--- src/rtl/core/gcm_pkg.sv ---
`timescale 1ns / 1ps
`default_nettype none
// ============================================================================
// gcm_pkg
// shared types, constants and root table function for the gamma colour map
// ============================================================================
package gcm_pkg;

   localparam int SAMPLE_BITS   = 24;
   localparam int FRACTION_DEF  = 16;
   localparam int FS_W          = 23;
   localparam int IG_W          = 16;
   localparam int OFS_W         = 24;
   localparam int LVL_W         = 8;
   localparam int Y_W           = 31;   // q1.30
   localparam int Q_SHIFT       = 30;
   localparam int LOG_STEPS     = 16;
   localparam int EXP_STEPS     = 16;
   localparam int G_SHIFT       = 12;   // inv_gamma is q4.12
   localparam int ADDR_W        = 4;

   localparam logic [1:0] MODE_COLOUR = 2'd0;
   localparam logic [1:0] MODE_MONO   = 2'd1;
   localparam logic [1:0] MODE_MIXED  = 2'd2;
   localparam logic [1:0] MODE_BLACK  = 2'd3;

   localparam logic [1:0] KIND_DIEL   = 2'd0;
   localparam logic [1:0] KIND_ZERO   = 2'd1;
   localparam logic [1:0] KIND_POS    = 2'd2;
   localparam logic [1:0] KIND_NEG    = 2'd3;

   localparam logic [1:0] REG_MODE    = 2'd0;
   localparam logic [1:0] REG_FS      = 2'd1;
   localparam logic [1:0] REG_IG      = 2'd2;

   localparam logic [FS_W-1:0] FS_RESET = 23'h7FFFFF;
   localparam logic [IG_W-1:0] IG_RESET = 16'd4096;

   typedef struct packed {
      logic signed [SAMPLE_BITS-1:0] sample;
      logic [1:0]                    cell_kind;
      logic [OFS_W-1:0]              pixel_offset;
   } req_type;

   typedef struct packed {
      logic [LVL_W-1:0] blue_level;
      logic [LVL_W-1:0] green_level;
      logic [LVL_W-1:0] red_level;
      logic [OFS_W-1:0] out_offset;
   } rsp_type;

   // per-pixel flags that ride along the pipeline
   typedef struct packed {
      logic             neg;
      logic             sat;
      logic             black;
      logic             zero;
      logic [1:0]       kind;
      logic [OFS_W-1:0] offset;
   } side_type;

   function automatic logic [63:0] gcm_isqrt(input logic [63:0] v);
      logic [63:0] res;
      logic [63:0] bitv;
      logic [63:0] rem;
      res  = 64'd0;
      bitv = 64'd1 << 60;
      rem  = v;
      for (int i = 0; i < 31; i++) begin
         if (rem >= res + bitv) begin
            rem = rem - (res + bitv);
            res = (res >> 1) + bitv;
         end else begin
            res = res >> 1;
         end
         bitv = bitv >> 2;
      end
      return res;
   endfunction

   // q0.30 root constant c_k = 2^(-2^-k), elaboration only
   function automatic logic [63:0] gcm_root(input int k);
      logic [63:0] c;
      c = 64'd1 << 29;
      for (int i = 1; i <= k; i++) begin
         c = gcm_isqrt(c << 30);
      end
      return c;
   endfunction

endpackage
`default_nettype wire

--- src/rtl/core/gcm_sq_stage.sv ---
`timescale 1ns / 1ps
`default_nettype none
// ============================================================================
// gcm_sq_stage
// one squaring step of the log2 fraction, emits one bit
// ============================================================================
module gcm_sq_stage #(
   parameter int AUX_W = 21
) (
   input  wire logic                    clock,
   input  wire logic                    reset,
   input  wire logic                    in_valid,
   input  wire gcm_pkg::side_type       in_side,
   input  wire logic [gcm_pkg::Y_W-1:0] in_y,
   input  wire logic [gcm_pkg::LOG_STEPS-1:0] in_f,
   input  wire logic [AUX_W-1:0]        in_aux,
   output logic                         out_valid_ff,
   output gcm_pkg::side_type            out_side_ff,
   output logic [gcm_pkg::Y_W-1:0]      out_y_ff,
   output logic [gcm_pkg::LOG_STEPS-1:0] out_f_ff,
   output logic [AUX_W-1:0]             out_aux_ff
);
   import gcm_pkg::*;

   logic [2*Y_W-1:0]     sq;
   logic [Y_W:0]         sq_top;
   logic [Y_W-1:0]       y_in;
   logic [LOG_STEPS-1:0] f_in;

   always_comb begin
      sq     = {{Y_W{1'b0}}, in_y} * {{Y_W{1'b0}}, in_y};
      sq_top = sq[Q_SHIFT+Y_W:Q_SHIFT];
      y_in   = sq_top[Y_W] ? sq_top[Y_W:1] : sq_top[Y_W-1:0];
      f_in   = {in_f[LOG_STEPS-2:0], sq_top[Y_W]};
   end

   always_ff @(posedge clock) begin
      if (reset) begin
         out_valid_ff <= 1'b0;
      end else begin
         out_valid_ff <= in_valid;
      end
      out_side_ff <= in_side;
      out_y_ff    <= y_in;
      out_f_ff    <= f_in;
      out_aux_ff  <= in_aux;
   end

endmodule
`default_nettype wire

--- config.mk ---
export PLATFORM = sky130hd
export DESIGN_NAME = gcm_sq_stage
export DESIGN_NICKNAME = d
export VERILOG_FILES = /design/src/rtl/core/gcm_pkg.sv /design/src/rtl/core/gcm_sq_stage.sv
export SDC_FILE = /design/constraint.sdc
export NUM_CORES = 2
export LEC_CHECK = 0
export BUFFER_PORTS_ARGS = -buffer_cell sky130_fd_sc_hd__buf_2
export CAP_MARGIN = 20
export CORE_AREA = 4 4 236 238
export CTS_BUF_LIST = sky130_fd_sc_hd__clkbuf_16
export DETAILED_ROUTE_END_ITERATION = 6
export DIE_AREA = 0 0 240 242
export PLACE_DENSITY_LB_ADDON = 0.3
export SYNTH_ARGS = -nofsm -noshare
export SYNTH_HDL_FRONTEND = slang
export SYNTH_SLANG_ARGS = --single-unit
--- constraint.sdc ---
create_clock -name clock -period 20.2 [get_ports clock]
set_input_delay 2.02 -clock clock [delete_from_list [all_inputs] [get_ports clock]]
set_output_delay 2.02 -clock clock [all_outputs]
set_load 0.01 [all_outputs]
==> reports/metrics.csv <==
metric,value,unit
Syn-to-layout area delta,6.276,%
Std-Cell Rows,85,
Overflow after GRT,0,
DRT Wirelength,70680,um
post-place instance area,30660,um^2
maximum clock path buffer count,2,
Worst Tran Pin Value,0.9682,ns
Post-Syn Area,29110,um^2
Syn Inst Count,3001,
Final Net Count,4232,
hold buffers post-CTS,0,
PostCTS Resize Cnt,0,
CTS tree,yes,
total CTS buffers,9,
CP Capture Type,flop,
crit path max fanout,32,
initial antenna violation count,1,
Port Buf Inserts,198,
yosys warns,0,
"FFs w/ async S/R, synth",0,
Worst path top cell family by delay,adder cells,
Top Ports,200,
core area,53600,um^2
Final setup viols,0,
Vias,20010,
largest family of logic cells by synthesized area,adder cells,
# fillers,4675,
final total negative setup slack,0,ns
ratio of cells with drive above 1 in the final layout,0.08526,
"CTS clk-pin slew, worst paths",0.07,ns
Adder-Cell Fraction of Synth Area,0.6294,
Fmax achieved,89.30,MHz
DP HPWL,57550,um
Post-CTS Repair Setup Buffers,0,
status,"finished, final reports clean",
CP max stage cell,clkinv_1,
Die Y,242,um
Post-Synth XOR/XNOR Area,0.01801,
"Seq/Total Area, Yosys",0.06809,
Bufs and invs on worst path,5,
DRT Pass-1 Iters,5,
CP most frequent cell,fa_1,
mux cell area share after synthesis,0.01440,
hold crit path type,in -> reg,
# H-tree levels,3,
Setup Crit Path Kind,in -> reg,
final slew viol count,0,
Routed wire per std cell,18.52,um
CP required,20.42,ns
"Design Area, Final",30930,um^2
Total GRT Usage,0.2540,
period utilization,0.5544,
Slew headroom,0.3546,
post-synthesis net count,4118,
footprint of the multi-input gates,23280,um^2
Post-synth EDFFs,0,
final hold vios,0,
max-cap violation count,0,
Netlist cell types,62,
Initial Util,0.5430,
largest net degree at the start of global routing,35,
Residual DRC,0,
drt via density,5.243,
RSZ-0062 raised after global routing,no,
full die area,58080,um^2
Min Hold Slack,1.770,ns
Worst EP arrival,11.42,ns
DRT iter0 DRCs,1106,
post-synthesis simple-gate area fraction,0.09913,
Synth Area in Compound Gates,0.03847,
#FFs+latches synth,99,
CP Launch Type,input port,
register area,1982,um^2
delay of the slowest critical-path stage,0.70,ns
Finished Core Util,0.5771,
die width,240,um
Mean Syn Cell Area,9.699,um^2
clock sinks,99,
vias in the first global route,23180,
Clock Tree Root,clkbuf_16,
Routed Antenna Nets,0,
top_reg_cell synth,dfxtp_1,
placer congestion estimate,0.8797,
Tmin final,11.20,ns
first-pass GRT wire length,117100,um
[layout make-up]
type / count / share of cell area
repair buffers: 212 / 0.03543
clock buffers: 9 / 0.007281
multi-input cells: 1880 / 0.7526
well taps: 696 / 0.02815
flip-flops and latches: 99 / 0.06407
diodes: 1 / 0.00008090
inverters: 913 / 0.1108
clock inverters: 7 / 0.001618
[kinds of logic after synthesis]
kind of cell	count (synthesis)
XOR/XNOR	59
flip-flops	99
multiplexers	34
buffers and inverters	1022
AO/OA/AOI/OAI	167
adder cells (fa/ha/maj)	1016
AND/OR/NAND/NOR	604
[through the flow]
stage / setup slack [ns] / instances
2_1_floorplan: 10.72 / 3001
3_3_place_gp: 8.962 / 3800
3_5_place_dp: 8.851 / 3800
4_1_cts: 9.191 / 3816
5_1_grt: 8.763 / 3816
6_report: 9.001 / 3817
[flip-flops by register name (all words and copies together) (netlist names)]
| name | cells |
|---|---|
| out_aux_ff | 21 |
| out_f_ff | 16 |
| out_y_ff | 31 |
| out_side_ff | 30 |
| out_valid_ff | 1 |
[per-layer routing]
| layer | part of all wire | vias to the layer above | global-route usage | wire length, um |
|---|---|---|---|---|
| met2 | 0.52 | 622 | 0.4504 | 37030 |
| met5 | 0 | - | 0 | 0 |
| met1 | 0.37 | 10350 | 0.3128 | 26120 |
| met4 | 0.045 | 0 | 0.09150 | 3148 |
| met3 | 0.062 | 174 | 0.04178 | 4377 |
| li1 | - | 8863 | - | - |
[cell usage after synthesis (6+ instances only)]
cell | instances | share of area
inv_1 | 911 | 0.12
xor2_1 | 27 | 0.0081
nand4_1 | 16 | 0.0034
o21a_1 | 7 | 0.0018
nor2_1 | 57 | 0.0074
fa_1 | 747 | 0.51
clkbuf_1 | 104 | 0.013
nor3_1 | 7 | 0.0012
nand2_1 | 300 | 0.039
xnor2_1 | 31 | 0.0093
a21o_1 | 27 | 0.0070
mux2i_1 | 16 | 0.0055
a211oi_1 | 8 | 0.0021
dfxtp_1 | 99 | 0.068
o21ai_0 | 17 | 0.0029
nor2b_1 | 9 | 0.0019
or2_2 | 7 | 0.0015
mux2_4 | 15 | 0.0077
o21bai_1 | 7 | 0.0018
and3_1 | 6 | 0.0013
and2_1 | 187 | 0.040
a21oi_1 | 62 | 0.011
a31oi_1 | 7 | 0.0015
ha_1 | 269 | 0.12
[placed cells by master, fill, tap and decap left out, drive strengths merged, types with 18 or more instances in the layout]
cell type    n
a21o        27
a21oi       62
and2       187
buf        212
dfxtp       99
fa         747
ha         269
inv        916
mux2        18
nand2      300
nor2        57
o21ai       21
xnor2       32
xor2        27
[path summary, 6_finish.rpt]
check	from	endpoint	slack (ns)	cells after the start
worst max-delay path	in_y[15]	out_y_ff[0]	9.00	25
worst min-delay path	in_aux[1]	out_aux_ff[1]	1.77	1
Power is left out: the tool's default activity adds up to more than one toggle a clock period on the data nets, which glitch-free logic cannot reach.
