File: src/rtl/core/gcm_pkg.sv
`timescale 1ns / 1ps
`default_nettype none
// ============================================================================
// gcm_pkg
// shared types, constants and root table function for the gamma colour map
// ============================================================================
package gcm_pkg;

   localparam int SAMPLE_BITS   = 24;
   localparam int FRACTION_DEF  = 16;
   localparam int FS_W          = 23;
   localparam int IG_W          = 16;
   localparam int OFS_W         = 24;
   localparam int LVL_W         = 8;
   localparam int Y_W           = 31;   // q1.30
   localparam int Q_SHIFT       = 30;
   localparam int LOG_STEPS     = 16;
   localparam int EXP_STEPS     = 16;
   localparam int G_SHIFT       = 12;   // inv_gamma is q4.12
   localparam int ADDR_W        = 4;

   localparam logic [1:0] MODE_COLOUR = 2'd0;
   localparam logic [1:0] MODE_MONO   = 2'd1;
   localparam logic [1:0] MODE_MIXED  = 2'd2;
   localparam logic [1:0] MODE_BLACK  = 2'd3;

   localparam logic [1:0] KIND_DIEL   = 2'd0;
   localparam logic [1:0] KIND_ZERO   = 2'd1;
   localparam logic [1:0] KIND_POS    = 2'd2;
   localparam logic [1:0] KIND_NEG    = 2'd3;

   localparam logic [1:0] REG_MODE    = 2'd0;
   localparam logic [1:0] REG_FS      = 2'd1;
   localparam logic [1:0] REG_IG      = 2'd2;

   localparam logic [FS_W-1:0] FS_RESET = 23'h7FFFFF;
   localparam logic [IG_W-1:0] IG_RESET = 16'd4096;

   typedef struct packed {
      logic signed [SAMPLE_BITS-1:0] sample;
      logic [1:0]                    cell_kind;
      logic [OFS_W-1:0]              pixel_offset;
   } req_type;

   typedef struct packed {
      logic [LVL_W-1:0] blue_level;
      logic [LVL_W-1:0] green_level;
      logic [LVL_W-1:0] red_level;
      logic [OFS_W-1:0] out_offset;
   } rsp_type;

   // per-pixel flags that ride along the pipeline
   typedef struct packed {
      logic             neg;
      logic             sat;
      logic             black;
      logic             zero;
      logic [1:0]       kind;
      logic [OFS_W-1:0] offset;
   } side_type;

   function automatic logic [63:0] gcm_isqrt(input logic [63:0] v);
      logic [63:0] res;
      logic [63:0] bitv;
      logic [63:0] rem;
      res  = 64'd0;
      bitv = 64'd1 << 60;
      rem  = v;
      for (int i = 0; i < 31; i++) begin
         if (rem >= res + bitv) begin
            rem = rem - (res + bitv);
            res = (res >> 1) + bitv;
         end else begin
            res = res >> 1;
         end
         bitv = bitv >> 2;
      end
      return res;
   endfunction

   // q0.30 root constant c_k = 2^(-2^-k), elaboration only
   function automatic logic [63:0] gcm_root(input int k);
      logic [63:0] c;
      c = 64'd1 << 29;
      for (int i = 1; i <= k; i++) begin
         c = gcm_isqrt(c << 30);
      end
      return c;
   endfunction

endpackage
`default_nettype wire

File: src/rtl/core/gcm_div_stage.sv
`timescale 1ns / 1ps
`default_nettype none
// ============================================================================
// gcm_div_stage
// one restoring step of the magnitude / full scale ratio
// ============================================================================
module gcm_div_stage #(
   parameter int FB = gcm_pkg::FRACTION_DEF
) (
   input  wire logic                     clock,
   input  wire logic                     reset,
   input  wire logic [gcm_pkg::FS_W-1:0] full_scale,
   input  wire logic                     in_valid,
   input  wire gcm_pkg::side_type        in_side,
   input  wire logic [gcm_pkg::FS_W-1:0] in_rem,
   input  wire logic [FB-1:0]            in_quo,
   output logic                          out_valid_ff,
   output gcm_pkg::side_type             out_side_ff,
   output logic [gcm_pkg::FS_W-1:0]      out_rem_ff,
   output logic [FB-1:0]                 out_quo_ff
);
   import gcm_pkg::*;

   logic [FS_W:0]   shifted;
   logic            take;
   logic [FS_W:0]   diff;
   logic [FS_W-1:0] rem_in;
   logic [FB-1:0]   quo_in;

   always_comb begin
      shifted = {in_rem, 1'b0};
      take    = shifted >= {1'b0, full_scale};
      diff    = shifted - {1'b0, full_scale};
      rem_in  = take ? diff[FS_W-1:0] : shifted[FS_W-1:0];
      quo_in  = {in_quo[FB-2:0], take};
   end

   always_ff @(posedge clock) begin
      if (reset) begin
         out_valid_ff <= 1'b0;
      end else begin
         out_valid_ff <= in_valid;
      end
      out_side_ff <= in_side;
      out_rem_ff  <= rem_in;
      out_quo_ff  <= quo_in;
   end

endmodule
`default_nettype wire

File: config.mk
export PLATFORM = sky130hd
export DESIGN_NAME = gcm_div_stage
export DESIGN_NICKNAME = d
export VERILOG_FILES = /design/src/rtl/core/gcm_pkg.sv /design/src/rtl/core/gcm_div_stage.sv
export SDC_FILE = /design/constraint.sdc
export NUM_CORES = 1
export LEC_CHECK = 0
export ABC_AREA = 0
export BUFFER_PORTS_ARGS = -buffer_cell sky130_fd_sc_hd__buf_4
export CORE_MARGIN = 2
export CORE_UTILIZATION = 46
export DETAILED_ROUTE_END_ITERATION = 8
export HOLD_SLACK_MARGIN = 0.02
export PLACE_DENSITY_LB_ADDON = 0.1
export SYNTH_ARGS = -nofsm -noshare
export SYNTH_HDL_FRONTEND = slang
export SYNTH_SLANG_ARGS = --single-unit
export TNS_END_PERCENT = 1
File: constraint.sdc
create_clock -name clock -period 2.9 [get_ports clock]
set_input_delay 0.29 -clock clock [delete_from_list [all_inputs] [get_ports clock]]
set_output_delay 0.29 -clock clock [all_outputs]
set_load 0.01 [all_outputs]
==> results.md, run 1 <==
* CTS resizes at 0
* Clock slew at reported path FFs at about 90 ps
* Rows at 30
* Clk sinks at 70
* Main flop type after synthesis: dfxtp_1
* Global-route wire length before repair at between 10000 and 15000 um
* Die Area at a little under 8000 um2
* CP required at ~3100 ps
* Initial core utilization at between 40% and 50%
* DR WL/cell at about 15 um
* Avg Inst Size Synth at between 10 and 15 um2
* Flops & latches, synth at 70
* Pwr/cell area at about 570 nW/um2
* Unrepaired setup endpoints after global routing: false
* HPWL Detailed at 7130 um
* Post-synth top area cell: dfxtp_1
* Met2 GRT Util at between 30% and 40%
* Synth unique cells at between 60 and 70
* Post-synth EDFFs at 0
* Gate count of the mapped netlist at 321
* Async SR Flop Fraction at 0%
* Crit path capture type: register
* Layout area overhead at 48.0%
* HP Class: input port to register
* Final wirelength at roughly 9000 um
* Final nets at 614
* Register area share after synthesis at roughly 43%
* CTS tree: done
* Commonest cells after routing, fill and taps aside: buf_4, dfxtp_1, inv_1, ha_1, nand2_1
* Initial antenna violation count at 0
* Worst Setup EP: out_rem_ff[4]$_DFF_P_
* Syn Nets at between 400 and 500
* Met1 Usage GRT at between 20% and 30%
* Layout Cells excl Fill at roughly 600
* Routability cong. at 0.867
* Max-cap viol count at 0
* Fmax at about 430 MHz
* Worst Setup Start Kind: input port
* Final antenna diode count at 0
* Crit path DAT at 2550 ps
* Layout cell share with drive strength beyond 1 at roughly 44%
* Outcome: finished clean
* Num CTS Buffers at 9
* Chip height at 88.6 um
* Total grt overflow at 0
* Fin crit period at roughly 2300 ps
* DRT iter0 DRCs at 103
* Post-CTS setup buffers at 0
* Count of final setup violators at 0
* DRC Markers at 0
* Setup TNS at 0 ps
* Largest cells by area after synthesis: dfxtp_1, ha_1, mux2_4
* Commonest non-fill, non-tap cell in the layout: buf_4
* Met3 Use GR at 5.60%
* CP startpoint: in_rem[10]
* Remaining antenna violation count at 0
* Top Usage Layer GRT: met2
* Vias at 3009
* Worst Path Max Fanout at 14
* Htree depth at 3
* Largest net degree at the start of global routing at 15
* Root Driver: clkbuf_8
* Number of placed instances, taps included at 580
* First-pass detailed-route iteration total at 4
* I/O Buffers at 163
* Synth Warn # at 0
* Rel. slew slack at 59.3%
* Chip width at 88.6 um
* Crit Path Category: input port to register
* Post-synth top area share at 42.6%
* Max VDD drop at approximately 0.26 mV
* Vias in the first global route at 2881
* Pleak at ~2.5 nW
* Vias per cell at approximately 5
* Final Hold Fails at 0
* Maximum clock path buffer count at 2
* Final max-slew violation count at 0
* Hold_buf cts at 0
* Fin util at about 70%
* Worst Tran Pin Value at 602 ps
* IO Pins at 165
* Gr usage total at between 20 and 25%
* Post-Synthesis Cell Area at ~3300 um2
* Fin crit share at 80.2%
* Core area at a little under 7000 um2
final cells by class:
| class | count | area, um2 |
|---|---|---|
| Clock buffer | 9 | 124 |
| Clock inverter | 7 | 106 |
| Fill cell | 534 | 2000 |
| Inverter | 30 | 115 |
| Multi-Input combinational cell | 210 | 1700 |
| Sequential cell | 70 | 1400 |
| Tap cell | 96 | 120 |
| Timing Repair Buffer | 174 | 1310 |
cell usage after synthesis (all sizes together) (2+ instances only):
| master | instances |
|---|---|
| nand2b | 2 |
| a31oi | 5 |
| nor3 | 3 |
| xor2 | 7 |
| nor2b | 4 |
| ha | 23 |
| a21oi | 17 |
| and4 | 3 |
| o311a | 2 |
| clkbuf | 5 |
| o31ai | 5 |
| and3 | 5 |
| a21boi | 3 |
| nand3 | 14 |
| o2111ai | 4 |
| o41ai | 3 |
| inv | 30 |
| dfxtp | 70 |
| o21ai | 10 |
| a31o | 2 |
| buf | 6 |
| o21a | 8 |
| a21o | 9 |
| nand4 | 2 |
| o21bai | 3 |
| nor3b | 2 |
| nand2 | 17 |
| xnor2 | 9 |
| nor2 | 8 |
| mux2 | 14 |
| a211o | 2 |
| and2 | 6 |
state kept, by name (all words and copies together), names as in the netlist:
register      count
out_rem_ff       23
out_valid_ff      1
out_side_ff      30
out_quo_ff       16
metal layers:
metal,wire length (um),up-vias
met5,0,-
met4,113,0
met3,639,8
met2,4520,115
met1,3700,1384
li1,-,1502
power breakdown:
part / total [mW] / switching (mW) / internal (mW)
combinational: 0.770 / 0.353 / 0.417
clock: 0.907 / 0.409 / 0.498
sequential: 1.09 / 0.0267 / 1.06
total: 2.77 / 0.789 / 1.98
critical path, stage by stage:
cell and delay, ps:
buf_4 110, ha_1 420, and4_1 250, and3_1 220, a21boi_1 360, o31ai_4 80
and2_4 210, inv_4 220, mux2_2 370
metrics by stage:
step	setup slack, ps	instance area, um2	hold WS, ps	power (mW)
2_1_floorplan	481	3290	318	1.54
3_3_place_gp	239	4640	394	1.87
3_5_place_dp	221	4640	396	1.88
4_1_cts	566	4870	25.1	2.79
5_1_grt	440	4870	20.5	2.91
6_report	573	4870	41.0	2.77
cells by family after synthesis:
group	synth area share, %
AO/OA/AOI/OAI	20.0
flip-flops	42.6
AND/OR/NAND/NOR	11.8
XOR/XNOR	4.26
adder cells (fa/ha/maj)	9.35
buffers and inverters	5.86
multiplexers	6.12
worst min path at each step:
stage / from / to / cells after the start
after global routing: in_side[15] / out_side_ff[15]$_DFF_P_ / 1
after CTS: in_quo[3] / out_quo_ff[4]$_DFF_P_ / 1
after floorplan: in_quo[9] / out_quo_ff[10]$_DFF_P_ / 0
after detailed placement: in_side[27] / out_side_ff[27]$_DFF_P_ / 1
final: in_quo[3] / out_quo_ff[4]$_DFF_P_ / 1
after global placement: in_side[1] / out_side_ff[1]$_DFF_P_ / 1
Power figures use the tool's default switching activity.
==> run 2: changes to the inputs <==
Settings changed: CORE_UTILIZATION 46 to 41.
Clock period 2.9 ns to 1.9 ns, I/O delays scaled along.
==> run 2 against run 1 <==
The run now ends with setup timing left; combinational power grew 97%; sequential share of layout area fell by 5.3 points; count of clock-buffer cells in the layout unchanged; sequential cell count stayed put; largest power group unchanged; cell count increased by 19%; worst hold slack improved by 23 ps.
==> results.md, run 2 (synthesized netlist as in run 1, its figures left out) <==
* Outcome: complete, but fails checks
* Failing checks: setup timing
* Num CTS Buffers at 9
* Core area at a little under 8000 um2
* Final-layout fill cell count at slightly above 500
* Worst Path Max Fanout at 3
* Maximum clock path buffer count at 2
* Htree depth at 3
* Global-route wire length before repair at approximately 18000 um
* Total grt overflow at 0
* Remaining antenna violation count at 0
* Max reg flops at 30
* Chip width at 93.6 um
* Clk sinks at 70
* Max VDD drop at 0.455 mV
* HP Class: input port to register
* Gr usage total at approximately 27%
* Fin crit share at 100%
* Root Driver: clkbuf_8
* CTS tree: done
* CP required at roughly 2100 ps
* I/O Buffers at 163
* Crit Path Category: input port to register
* Initial antenna violation count at 0
* Clock slew at reported path FFs at 90 ps
* Crit path DAT at 2150 ps
* Most used cell, CP: buf_4
* Pleak at 2.92 nW
* Unrepaired setup endpoints after global routing: true
* Max-cap viol count at 0
* Final wirelength at 12000 um
* HPWL Detailed at a little over 8000 um
* Die Area at 8760 um2
* DRT iter0 DRCs at 105
* Reg with most FFs: out_side_ff
* Pwr/cell area at 733 nW/um2
* Vias per cell at approximately 5
* Commonest non-fill, non-tap cell in the layout: buf_4
* Post-CTS setup buffers at 0
* Initial core utilization at around 42%
* Layout cell share with drive strength beyond 1 at 51.6%
* Cell Chain, Critical Path: buf_4 -> inv_4 -> buf_4 -> fa_2 -> nand3_1 -> a21o_1 -> a21boi_4 -> or3_1 -> o311a_1 -> mux2_4
* Layout area overhead at 81.7%
* Largest net degree at the start of global routing at 16
* Final Worst Setup Slack at -1.20 ps
* First-pass detailed-route iteration total at 4
* Commonest cells after routing, fill and taps aside: buf_4, dfxtp_1, dlygate4sd3_1, inv_1, nand2_1
* Fin crit period at around 1900 ps
* Final max-slew violation count at 0
* Rows at 32
* Layout Cells excl Fill at about 710
* Biggest registers after layout: out_side_ff x30, out_rem_ff x23, out_quo_ff x16
* Fmax at ~530 MHz
* Setup TNS at -1.20 ps
* Vias at about 3500
* Final nets at just over 700
* Worst Setup Start Kind: input port
* DRC Markers at 0
* CP max-delay cell: fa_2
* Crit path capture type: register
* Vias in the first global route at 3562
* Final Hold Fails at 0
* IO Pins at 165
* Rel. slew slack at 75.6%
* Final antenna diode count at 0
* Dpl ws at -406 ps
* DR WL/cell at about 17 um
* Chip height at ~94 um
* Worst stage delay on the critical path at around 360 ps
* Routability cong. at about 0.9
* Count of final setup violators at 1
* Worst Tran Pin Value at roughly 360 ps
* Number of placed instances, taps included at approximately 650
[run 2: area by class of cell]
cell class,count,area [um2],area share [%]
Clock buffer,9,124,2.07
Timing Repair Buffer,279,2230,37.4
Multi-Input combinational cell,210,1900,31.8
Inverter,30,128,2.13
Sequential cell,70,1400,23.4
Clock inverter,7,61.3,1.03
Tap cell,102,128,2.13
[run 2: worst max-delay path, delay by kind of cell]
kind                       cells  cell delay [ps]
AOI/OAI and AO/OA              3              610
buffers and inverters          3              270
adders and majority gates      1              360
and+or+nand+nor                2              450
muxes                          1              250
[run 2: final timing paths]
path | from | to | slack, ps | cells after the start
min | in_valid | out_valid_ff$_SDFF_PP0_ | 60 | 2
max | full_scale[1] | out_rem_ff[20]$_DFF_P_ | -1 | 10
[run 2: what timing repair did]
action                     CTS  global route
hold endpoints to repair    46             0
resized for setup            2            18
hold buffers                46             0
pin swaps                    1             3
setup endpoints to repair    3            15
[run 2: through the flow]
stage | util [%] | hold WS [ps] | area, um2 | power, mW
after floorplan | - | 218 | 3480 | 2.41
after detailed placement | 67.6 | 296 | 5250 | 3.09
final | 77.0 | 64.4 | 5980 | 4.38
after CTS | 76.0 | 56.5 | 5900 | 4.34
after global placement | 67.6 | 295 | 5250 | 3.07
after global routing | 77.0 | 65.0 | 5980 | 4.59
[run 2: per-layer routing]
metal	vias up	share of wire, %	track usage [%]
li1	1707	-	-
met1	1627	39	29.9
met2	149	53	50.3
met3	16	7.2	4.92
met4	0	1.5	10.0
met5	-	0	0
[run 2: report_power, final]
| part | leakage (nW) | total [mW] | switching (mW) | internal, mW |
|---|---|---|---|---|
| clock network | 0.0888 | 1.19 | 0.686 | 0.499 |
| registers | 0.590 | 1.68 | 0.0520 | 1.62 |
| logic | 2.24 | 1.52 | 0.648 | 0.872 |
