$ cat src/rtl/core/gcm_pkg.sv
`timescale 1ns / 1ps
`default_nettype none
// ============================================================================
// gcm_pkg
// shared types, constants and root table function for the gamma colour map
// ============================================================================
package gcm_pkg;

   localparam int SAMPLE_BITS   = 24;
   localparam int FRACTION_DEF  = 16;
   localparam int FS_W          = 23;
   localparam int IG_W          = 16;
   localparam int OFS_W         = 24;
   localparam int LVL_W         = 8;
   localparam int Y_W           = 31;   // q1.30
   localparam int Q_SHIFT       = 30;
   localparam int LOG_STEPS     = 16;
   localparam int EXP_STEPS     = 16;
   localparam int G_SHIFT       = 12;   // inv_gamma is q4.12
   localparam int ADDR_W        = 4;

   localparam logic [1:0] MODE_COLOUR = 2'd0;
   localparam logic [1:0] MODE_MONO   = 2'd1;
   localparam logic [1:0] MODE_MIXED  = 2'd2;
   localparam logic [1:0] MODE_BLACK  = 2'd3;

   localparam logic [1:0] KIND_DIEL   = 2'd0;
   localparam logic [1:0] KIND_ZERO   = 2'd1;
   localparam logic [1:0] KIND_POS    = 2'd2;
   localparam logic [1:0] KIND_NEG    = 2'd3;

   localparam logic [1:0] REG_MODE    = 2'd0;
   localparam logic [1:0] REG_FS      = 2'd1;
   localparam logic [1:0] REG_IG      = 2'd2;

   localparam logic [FS_W-1:0] FS_RESET = 23'h7FFFFF;
   localparam logic [IG_W-1:0] IG_RESET = 16'd4096;

   typedef struct packed {
      logic signed [SAMPLE_BITS-1:0] sample;
      logic [1:0]                    cell_kind;
      logic [OFS_W-1:0]              pixel_offset;
   } req_type;

   typedef struct packed {
      logic [LVL_W-1:0] blue_level;
      logic [LVL_W-1:0] green_level;
      logic [LVL_W-1:0] red_level;
      logic [OFS_W-1:0] out_offset;
   } rsp_type;

   // per-pixel flags that ride along the pipeline
   typedef struct packed {
      logic             neg;
      logic             sat;
      logic             black;
      logic             zero;
      logic [1:0]       kind;
      logic [OFS_W-1:0] offset;
   } side_type;

   function automatic logic [63:0] gcm_isqrt(input logic [63:0] v);
      logic [63:0] res;
      logic [63:0] bitv;
      logic [63:0] rem;
      res  = 64'd0;
      bitv = 64'd1 << 60;
      rem  = v;
      for (int i = 0; i < 31; i++) begin
         if (rem >= res + bitv) begin
            rem = rem - (res + bitv);
            res = (res >> 1) + bitv;
         end else begin
            res = res >> 1;
         end
         bitv = bitv >> 2;
      end
      return res;
   endfunction

   // q0.30 root constant c_k = 2^(-2^-k), elaboration only
   function automatic logic [63:0] gcm_root(input int k);
      logic [63:0] c;
      c = 64'd1 << 29;
      for (int i = 1; i <= k; i++) begin
         c = gcm_isqrt(c << 30);
      end
      return c;
   endfunction

endpackage
`default_nettype wire

$ cat src/rtl/core/gcm_exp_stage.sv
`timescale 1ns / 1ps
`default_nettype none
// ============================================================================
// gcm_exp_stage
// one conditional root multiply of the exp2 fraction
// ============================================================================
module gcm_exp_stage #(
   parameter int K     = 1,
   parameter int AUX_W = 9
) (
   input  wire logic                    clock,
   input  wire logic                    reset,
   input  wire logic                    in_valid,
   input  wire gcm_pkg::side_type       in_side,
   input  wire logic [gcm_pkg::Y_W-1:0] in_m,
   input  wire logic [gcm_pkg::EXP_STEPS-1:0] in_g,
   input  wire logic [AUX_W-1:0]        in_aux,
   output logic                         out_valid_ff,
   output gcm_pkg::side_type            out_side_ff,
   output logic [gcm_pkg::Y_W-1:0]      out_m_ff,
   output logic [gcm_pkg::EXP_STEPS-1:0] out_g_ff,
   output logic [AUX_W-1:0]             out_aux_ff
);
   import gcm_pkg::*;

   localparam logic [63:0]    ROOT_FULL = gcm_root(K);
   localparam logic [Y_W-1:0] ROOT      = ROOT_FULL[Y_W-1:0];

   logic [2*Y_W-1:0] prod;
   logic [Y_W-1:0]   m_in;

   always_comb begin
      prod = {{Y_W{1'b0}}, in_m} * {{Y_W{1'b0}}, ROOT};
      m_in = in_g[EXP_STEPS-K] ? prod[Q_SHIFT+Y_W-1:Q_SHIFT] : in_m;
   end

   always_ff @(posedge clock) begin
      if (reset) begin
         out_valid_ff <= 1'b0;
      end else begin
         out_valid_ff <= in_valid;
      end
      out_side_ff <= in_side;
      out_m_ff    <= m_in;
      out_g_ff    <= in_g;
      out_aux_ff  <= in_aux;
   end

endmodule
`default_nettype wire

$ cat config.mk
export PLATFORM = sky130hd
export DESIGN_NAME = gcm_exp_stage
export DESIGN_NICKNAME = d
export VERILOG_FILES = /design/src/rtl/core/gcm_pkg.sv /design/src/rtl/core/gcm_exp_stage.sv
export SDC_FILE = /design/constraint.sdc
export NUM_CORES = 1
export LEC_CHECK = 0
export BUFFER_PORTS_ARGS = -buffer_cell sky130_fd_sc_hd__buf_2
export CORE_MARGIN = 4
export CORE_UTILIZATION = 51
export DETAILED_ROUTE_END_ITERATION = 8
export GPL_ROUTABILITY_DRIVEN = 0
export HOLD_SLACK_MARGIN = 0.02
export PLACE_DENSITY_LB_ADDON = 0.3
export SLEW_MARGIN = 20
export SYNTH_ARGS = -nofsm -noshare
export SYNTH_HDL_FRONTEND = slang
export SYNTH_SLANG_ARGS = --single-unit
export TNS_END_PERCENT = 20
$ cat constraint.sdc
create_clock -name clock -period 6.8 [get_ports clock]
set_input_delay 0.34 -clock clock [delete_from_list [all_inputs] [get_ports clock]]
set_output_delay 0.34 -clock clock [all_outputs]
set_load 0.005 [all_outputs]
==> metrics.cfg, run 1 <==
[synthesis]
syn_avg_cell_area_um2=9.97
async_reset_ff_share_pct=0
synth_cell_type_count=72
syn-num-nets=2456
syn_inst=1713
ys_ff_latch=87
syn-cell-area_um2=17100
yosysSeqAreaShare_pct=10.2
synth_edf_count=0
synth_top_area_cell=fa_1
ys.flop_type=dfxtp_1
synth_warnings=0
synthTopCellsByArea=fa_1, ha_1, inv_1
synth_top_area_share_pct=35.8

[status]
run_status=finished clean

[floorplanning]
design.core.area_um2=32800
die_y_um=191
die_w_um=191
initial_utilization_pct=52.1
io_pins=176
die_area_um2=36500
rows=66

[cells_and_area]
layout_commonest_cell=inv_1
fillers=2783
layout-drive-gt1-share_pct=14.8
nets=2697
syn_to_final_growth_pct=13.0
postLayoutCoreUtil_pct=58.9
antenna_cells=0
layout_common_cells=inv_1, ha_1, fa_1

[global_route]
grtUsageTotal_pct=28.0
grt_pass1_wl_um=77300
grt_pass1_vias=14000
grt_max_degree=48
grt_overflow=0
antenna_found_initial=1

[min_path]
hold_path_class=in -> reg

[cts]
cts_setup_buffers=0
tritoncts=yes
root_buffer=clkbuf_16
cts_buffers=9
clock_sinks=87
ctsResizeCount=0
postCtsHoldBufs=0
cts.htree.levels=3
clkTransAtPathRegs_ps=80
cts_buffer_depth=2

[flow_run]
maxCapViolCount=0

[worst_setup_path]
path_class=in -> reg
crit_fanout=4
crit_required_ps=7030
cpMaxStageDelayCell=fa_1
arrival_ps=6750
critical_path.startpoint_type=input pin
cpPeakStageDelay_ps=560
path_cells=buf_2 -> ha_1 -> inv_1 -> fa_1 -> fa_1 -> inv_1 -> fa_1 -> inv_1 -> fa_1 -> inv_1 -> fa_1 -> inv_1 -> fa_1 -> inv_1 -> ha_1 -> a21oi_2 -> o21ai_0 -> a211o_1 -> a2111oi_4 -> nor4_4 -> o21ai_2 -> a41o_1 -> nor3_1 -> or3_1
end_kind=register

[place]
io_buffers=175
hpwl_um=44000

[route]
wl_um=49300
post-route-drc-count=0
wl_per_cell_um=20.5
vias_per_cell=5.27
drt-initial-drc-count=781
drt-pass1-iter-count=5
ant_nets=0
vias=12700

[timing]
fin_crit_sh_pct=96.0
hold_violations=0
setup_viol=0
max_slew.worst_pin.slew_ps=643
max_freq_mhz=153
slew_headroom_pct=57.1
rsz0062_at_grt=no
slew_viol_final=0
fin_crit_ps=6530

synth_stat cells (3+ instances only):
library cell,n
nor4b_1,3
nor2_1,23
and3_1,4
mux2i_1,12
xor2_1,34
o21ai_0,24
ha_1,349
and2_1,11
a31oi_1,6
o22ai_1,4
o221ai_1,4
a221oi_1,3
nor2b_1,5
fa_1,305
mux2_2,9
a21oi_1,54
a21o_1,36
nand2_1,47
dfxtp_1,87
or3_1,3
xnor2_1,18
o21bai_1,8
nand3_1,13
inv_1,552
clkbuf_1,10
a211oi_1,5
o21a_1,4
nand4_1,17
nor3_1,8
metal layers:
layer / vias to the layer above / share of wire, % / global-route usage (%)
met4: 0 / 6.2 / 13.9
met1: 6278 / 40 / 34.9
met5: - / 0 / 0
met2: 442 / 48 / 47.1
li1: 5793 / - / -
met3: 142 / 5.9 / 4.82
cells by family after synthesis:
kind of cell,share of synthesized area (%)
mux,1.36
buf+inv,12.7
simple gates,4.71
compound gates,6.99
flops,10.2
xor+xnor,2.67
fa+ha+maj,61.4
per-stage QoR:
stage	area, um2	setup WS, ps	std cells	hold slack (ps)	TNS [ps]
global route	19300	0.433	2401	68.6	0
CTS	19300	294	2401	72.4	0
finish	19300	275	2401	83.3	0
detailed placement	18900	-62.6	2385	444	-62.6
global placement	18900	70.5	2385	442	0
floorplan	17100	533	1713	368	0
worst max-delay path, delay by kind of cell:
kind	cells	cell delay, ps
AOI/OAI and AO/OA	6	1650
adders and majority gates	8	3750
buffers and inverters	7	490
and+or+nand+nor	3	550
final cells by class:
type,instances,area [um2],area share [%]
Timing Repair Buffer,247,1420,7.34
Clock inverter,7,125,0.648
Inverter,552,2070,10.7
Multi-Input combinational cell,1057,13200,68.2
Tap cell,442,553,2.87
Sequential cell,87,1740,9.03
Clock buffer,9,225,1.17
flip-flops by register name, summed over array words and instances (netlist names):
register,count
out_aux_ff,9
out_m_ff,31
out_g_ff,16
out_side_ff,30
out_valid_ff,1
final timing paths:
kind / startpoint / end / slack, ps / cells after the start
worst max-delay path: in_m[24] / out_m_ff[30]$_DFF_P_ / 270 / 24
worst min-delay path: in_side[23] / out_side_ff[23]$_DFF_P_ / 80 / 1
Power of run 1 is not shown: default switching activity piles up to over one toggle a cycle in this logic, so the estimate is an artifact.
==> run 2, diff against run 1 <==
Clock period 6.8 ns to 6.9 ns, I/O delays scaled along.
==> metrics.cfg, run 2 (synthesized netlist as in run 1, its figures left out) <==
[status]
run_status=finished clean

[worst_setup_path]
arrival_ps=6750  ; about the same
crit_fanout=6  ; +2
cp.buffers_inverters=7  ; unchanged
crit_required_ps=7100  ; +70 ps
end_kind=register
path_class=in -> reg
critical_path.startpoint_type=input pin
critical-path-top-cell-by-count=fa_1
cpMaxStageDelayCell=fa_1
cpPeakStageDelay_ps=570  ; about the same
critical-path-top-delay-family=adder cells
path_cells=buf_2 -> ha_1 -> fa_1 -> inv_1 -> fa_1 -> inv_1 -> fa_1 -> inv_1 -> fa_1 -> fa_1 -> fa_1 -> inv_1 -> ha_1 -> a21oi_1 -> buf_4 -> nand2_1 -> o22ai_1 -> a2111oi_0 -> a211oi_1 -> buf_4 -> o31ai_4 -> a221oi_1 -> xor2_1 -> mux2i_1

[cts]
cts_setup_buffers=0  ; unchanged
cts_buffers=9  ; unchanged
root_buffer=clkbuf_16
cts_buffer_depth=2  ; unchanged
clock_sinks=87  ; unchanged
tritoncts=yes
cts.htree.levels=3  ; unchanged
ctsResizeCount=0  ; unchanged
postCtsHoldBufs=0  ; unchanged
clkTransAtPathRegs_ps=80  ; about the same

[global_route]
grt_pass1_wl_um=75700  ; -2.0%
grt_max_degree=48  ; unchanged
grt_overflow=0  ; unchanged
grt_pass1_vias=13700  ; -2.6%
grtUsageTotal_pct=27.4  ; -0.55 points
antenna_found_initial=1  ; unchanged

[timing]
max_freq_mhz=153
max_slew.worst_pin.slew_ps=614  ; -28.9 ps
slew_headroom_pct=59.1  ; +1.9 points
finalSetupTns_ps=0  ; unchanged
rsz0062_at_grt=no
setup_viol=0  ; unchanged
fin_crit_sh_pct=94.8
hold_violations=0  ; unchanged
fin_crit_ps=6540
setup_ws_ps=357  ; +82.6 ps
slew_viol_final=0  ; unchanged

[cells_and_area]
top_regs=out_m_ff x31, out_side_ff x30, out_g_ff x16
syn_to_final_growth_pct=11.9
instances_no_fill=2383  ; -0.75%
multi_input_area_um2=13200  ; about the same
fillers=2846  ; +2.3%
layout_common_cells=inv_1, ha_1, fa_1
design_area_um2=19100  ; -1.0%
regArea_um2=1740  ; unchanged
layout_commonest_cell=inv_1
largest_reg_flops=31  ; unchanged
nets=2679  ; -0.67%
antenna_cells=0  ; unchanged
layout-drive-gt1-share_pct=14.0  ; -0.84 points
regMostFlops=out_m_ff

[route]
top_layer_used=met4
drt-initial-drc-count=773  ; -1.0%
post-route-drc-count=0  ; unchanged
vias=12500  ; -1.2%
wl_met1_um=19600  ; -0.31%
wl_per_cell_um=20.3  ; -1.3%
wl_um=48300  ; -2.0%
wl_met3_um=2740  ; -5.0%
dr_wl_met2_um=23300  ; -1.7%
ant_nets=0  ; unchanged
vias_per_cell=5.25  ; -0.43%
drt-pass1-iter-count=5  ; unchanged

[floorplanning]
initial_utilization_pct=52.1  ; unchanged
die_area_um2=36500  ; unchanged
rows=66  ; unchanged
die_w_um=191  ; unchanged
io_pins=176  ; unchanged
die_y_um=191  ; unchanged
design.core.area_um2=32800  ; unchanged

[place]
io_buffers=175  ; unchanged
hpwl_um=43600  ; -0.85%
placed_area_um2=18800  ; -0.71%
place_ws_ps=45.6  ; +108 ps
dp_cells=2367  ; -0.75%

[flow_run]
maxCapViolCount=0  ; unchanged

[min_path]
min_to=out_aux_ff[5]$_DFF_P_
worstHoldStart=in_aux[5]
hold_path_class=in -> reg
worstHoldPathCells=1  ; unchanged

run 2: per-layer routing:
metal  vias up  track usage [%]
met2       436             45.8
met1      6193             35.7
met5         -                0
met4         0             12.9
met3       117             3.54
li1       5760                -
run 2: worst max path at each step:
stage / from / to / slack [ps] / depth (start not counted)
5_1_grt: in_m[11] / out_m_ff[30]$_DFF_P_ / 130 / 23
3_3_place_gp: in_m[11] / out_m_ff[30]$_DFF_P_ / 160 / 22
2_1_floorplan: in_m[19] / out_m_ff[30]$_DFF_P_ / 630 / 24
4_1_cts: in_m[11] / out_m_ff[30]$_DFF_P_ / 410 / 23
3_5_place_dp: in_m[11] / out_m_ff[30]$_DFF_P_ / 50 / 23
6_report: in_m[26] / out_m_ff[27]$_DFF_P_ / 360 / 24
run 2: cell type report:
class | count | area share (%)
multi-input combinational | 1057 | 68.9
inverter | 552 | 10.8
timing repair buffer | 229 | 6.71
clock buffer | 9 | 1.18
clock inverter | 7 | 0.360
sequential | 87 | 9.12
tap | 442 | 2.90
run 2: stage by stage:
step,util (%),hold slack [ps]
floorplan,-,373
global placement,57.4,448
detailed placement,57.4,449
CTS,58.3,65.5
global route,58.3,69.1
finish,58.3,84.6
Power of run 2 is left out for the same reason.
==> run 3, diff against run 2 <==
Settings changed: CORE_UTILIZATION 51 to 52.
==> metrics.cfg, run 3 (synthesized netlist as in run 1, its figures left out) <==
[status]
run_status=finished clean

[cells_and_area]
layout_commonest_cell=inv_1
layout_common_cells=inv_1, ha_1, fa_1
antenna_cells=0  ; unchanged
syn_to_final_growth_pct=11.6
layout-drive-gt1-share_pct=13.6  ; -0.36 points
top_regs=out_m_ff x31, out_side_ff x30, out_g_ff x16
nets=2671  ; -0.30%
regMostFlops=out_m_ff
largest_reg_flops=31  ; unchanged

[place]
hpwl_um=43700  ; +0.20%
io_buffers=175  ; unchanged

[timing]
finalSetupTns_ps=0  ; unchanged
setup_viol=0  ; unchanged
max_slew.worst_pin.slew_ps=633  ; +18.8 ps
hold_violations=0  ; unchanged
rsz0062_at_grt=no
fin_crit_sh_pct=94.4  ; -0.42 points
fin_crit_ps=6510  ; -28.9 ps
max_freq_mhz=154  ; +0.44%
slew_viol_final=0  ; unchanged
slew_headroom_pct=57.8  ; -1.3 points

[route]
drt-initial-drc-count=788  ; +1.9%
wl_um=48400  ; +0.33%
ant_nets=0  ; unchanged
post-route-drc-count=0  ; unchanged
drt-pass1-iter-count=5  ; unchanged
wl_per_cell_um=20.4  ; +0.66%
vias=12400  ; -0.51%
vias_per_cell=5.24  ; -0.18%

[global_route]
grt_pass1_vias=13800  ; +1.1%
grt_overflow=0  ; unchanged
grt_max_degree=48  ; unchanged
grt_pass1_wl_um=76500  ; +1.0%
grtUsageTotal_pct=28.0  ; +0.57 points
antenna_found_initial=0  ; -1

[min_path]
hold_path_class=in -> reg

[cts]
cts_setup_buffers=0  ; unchanged
cts_buffers=9  ; unchanged
ctsResizeCount=0  ; unchanged
cts_buffer_depth=2  ; unchanged
clock_sinks=87  ; unchanged
tritoncts=yes
root_buffer=clkbuf_16
postCtsHoldBufs=0  ; unchanged
clkTransAtPathRegs_ps=80  ; about the same
cts.htree.levels=3  ; unchanged

[worst_setup_path]
arrival_ps=6740  ; about the same
path_class=in -> reg
critical_path.startpoint_type=input pin
end_kind=register
path_cells=buf_2 -> ha_1 -> inv_1 -> fa_1 -> fa_1 -> inv_1 -> fa_1 -> inv_1 -> fa_1 -> fa_1 -> fa_1 -> inv_1 -> ha_1 -> inv_1 -> nor3_2 -> nand4_1 -> a2111oi_0 -> a211oi_1 -> buf_4 -> o31ai_4 -> a21boi_1 -> nand2b_1 -> a311o_1
crit_required_ps=7120  ; +20 ps
cpMaxStageDelayCell=fa_1
cpPeakStageDelay_ps=580  ; about the same
crit_fanout=6  ; unchanged
critical-path-top-cell-by-count=fa_1

[flow_run]
maxCapViolCount=0  ; unchanged

[floorplanning]
initial_utilization_pct=52.6  ; +0.53 points
rows=66  ; unchanged
design.core.area_um2=32500  ; -1.0%
die_w_um=189  ; -0.93%
die_area_um2=35800  ; -1.8%
io_pins=176  ; unchanged
die_y_um=189  ; -0.93%

==> run 3: cell types whose count changed in the layout (fill, tap and decap cells not counted), sizes merged <==
cell,previous run,this run
clkinvlp,0,1
inv,557,556
buf,229,221
==> run 3: critical path: cells and delay by family <==
family | cells | cell delay, ps
AND/OR/NAND/NOR | 3 | 530
adder cells (fa/ha/maj) | 8 | 3830
AO/OA/AOI/OAI | 5 | 1310
buffers and inverters | 7 | 700
==> run 3: layer usage <==
layer	track usage [%]	part of all wire, %
met2	47.5	49
met4	11.3	4.8
met5	0	0
met1	36.7	42
met3	3.39	4.6
==> run 3: area by class of cell <==
cell class                      instances  area (um2)
Clock buffer                            9         225
Inverter                              552        2070
Clock inverter                          7        72.6
Timing Repair Buffer                  221        1220
Tap cell                              442         553
Fill cell                            2809       13400
Sequential cell                        87        1740
Multi-Input combinational cell       1057       13200
==> run 3: worst paths after layout <==
check                 cells after the start  slack, ps        start                       to
worst max-delay path                     23        390     in_m[25]     out_m_ff[24]$_DFF_P_
worst min-delay path                      1         90  in_side[28]  out_side_ff[28]$_DFF_P_
==> run 3: metrics by stage <==
step | setup slack [ps] | utilization, % | hold slack (ps) | cell area (um2) | cells
floorplan | 628 | - | 373 | 17100 | 1713
global placement | 101 | 57.8 | 448 | 18700 | 2359
detailed placement | 56.9 | 57.8 | 449 | 18700 | 2359
CTS | 424 | 58.7 | 73.3 | 19000 | 2375
global route | 101 | 58.7 | 77.2 | 19000 | 2375
finish | 386 | 58.7 | 89.0 | 19000 | 2375
Power of run 3 is left out for the same reason.
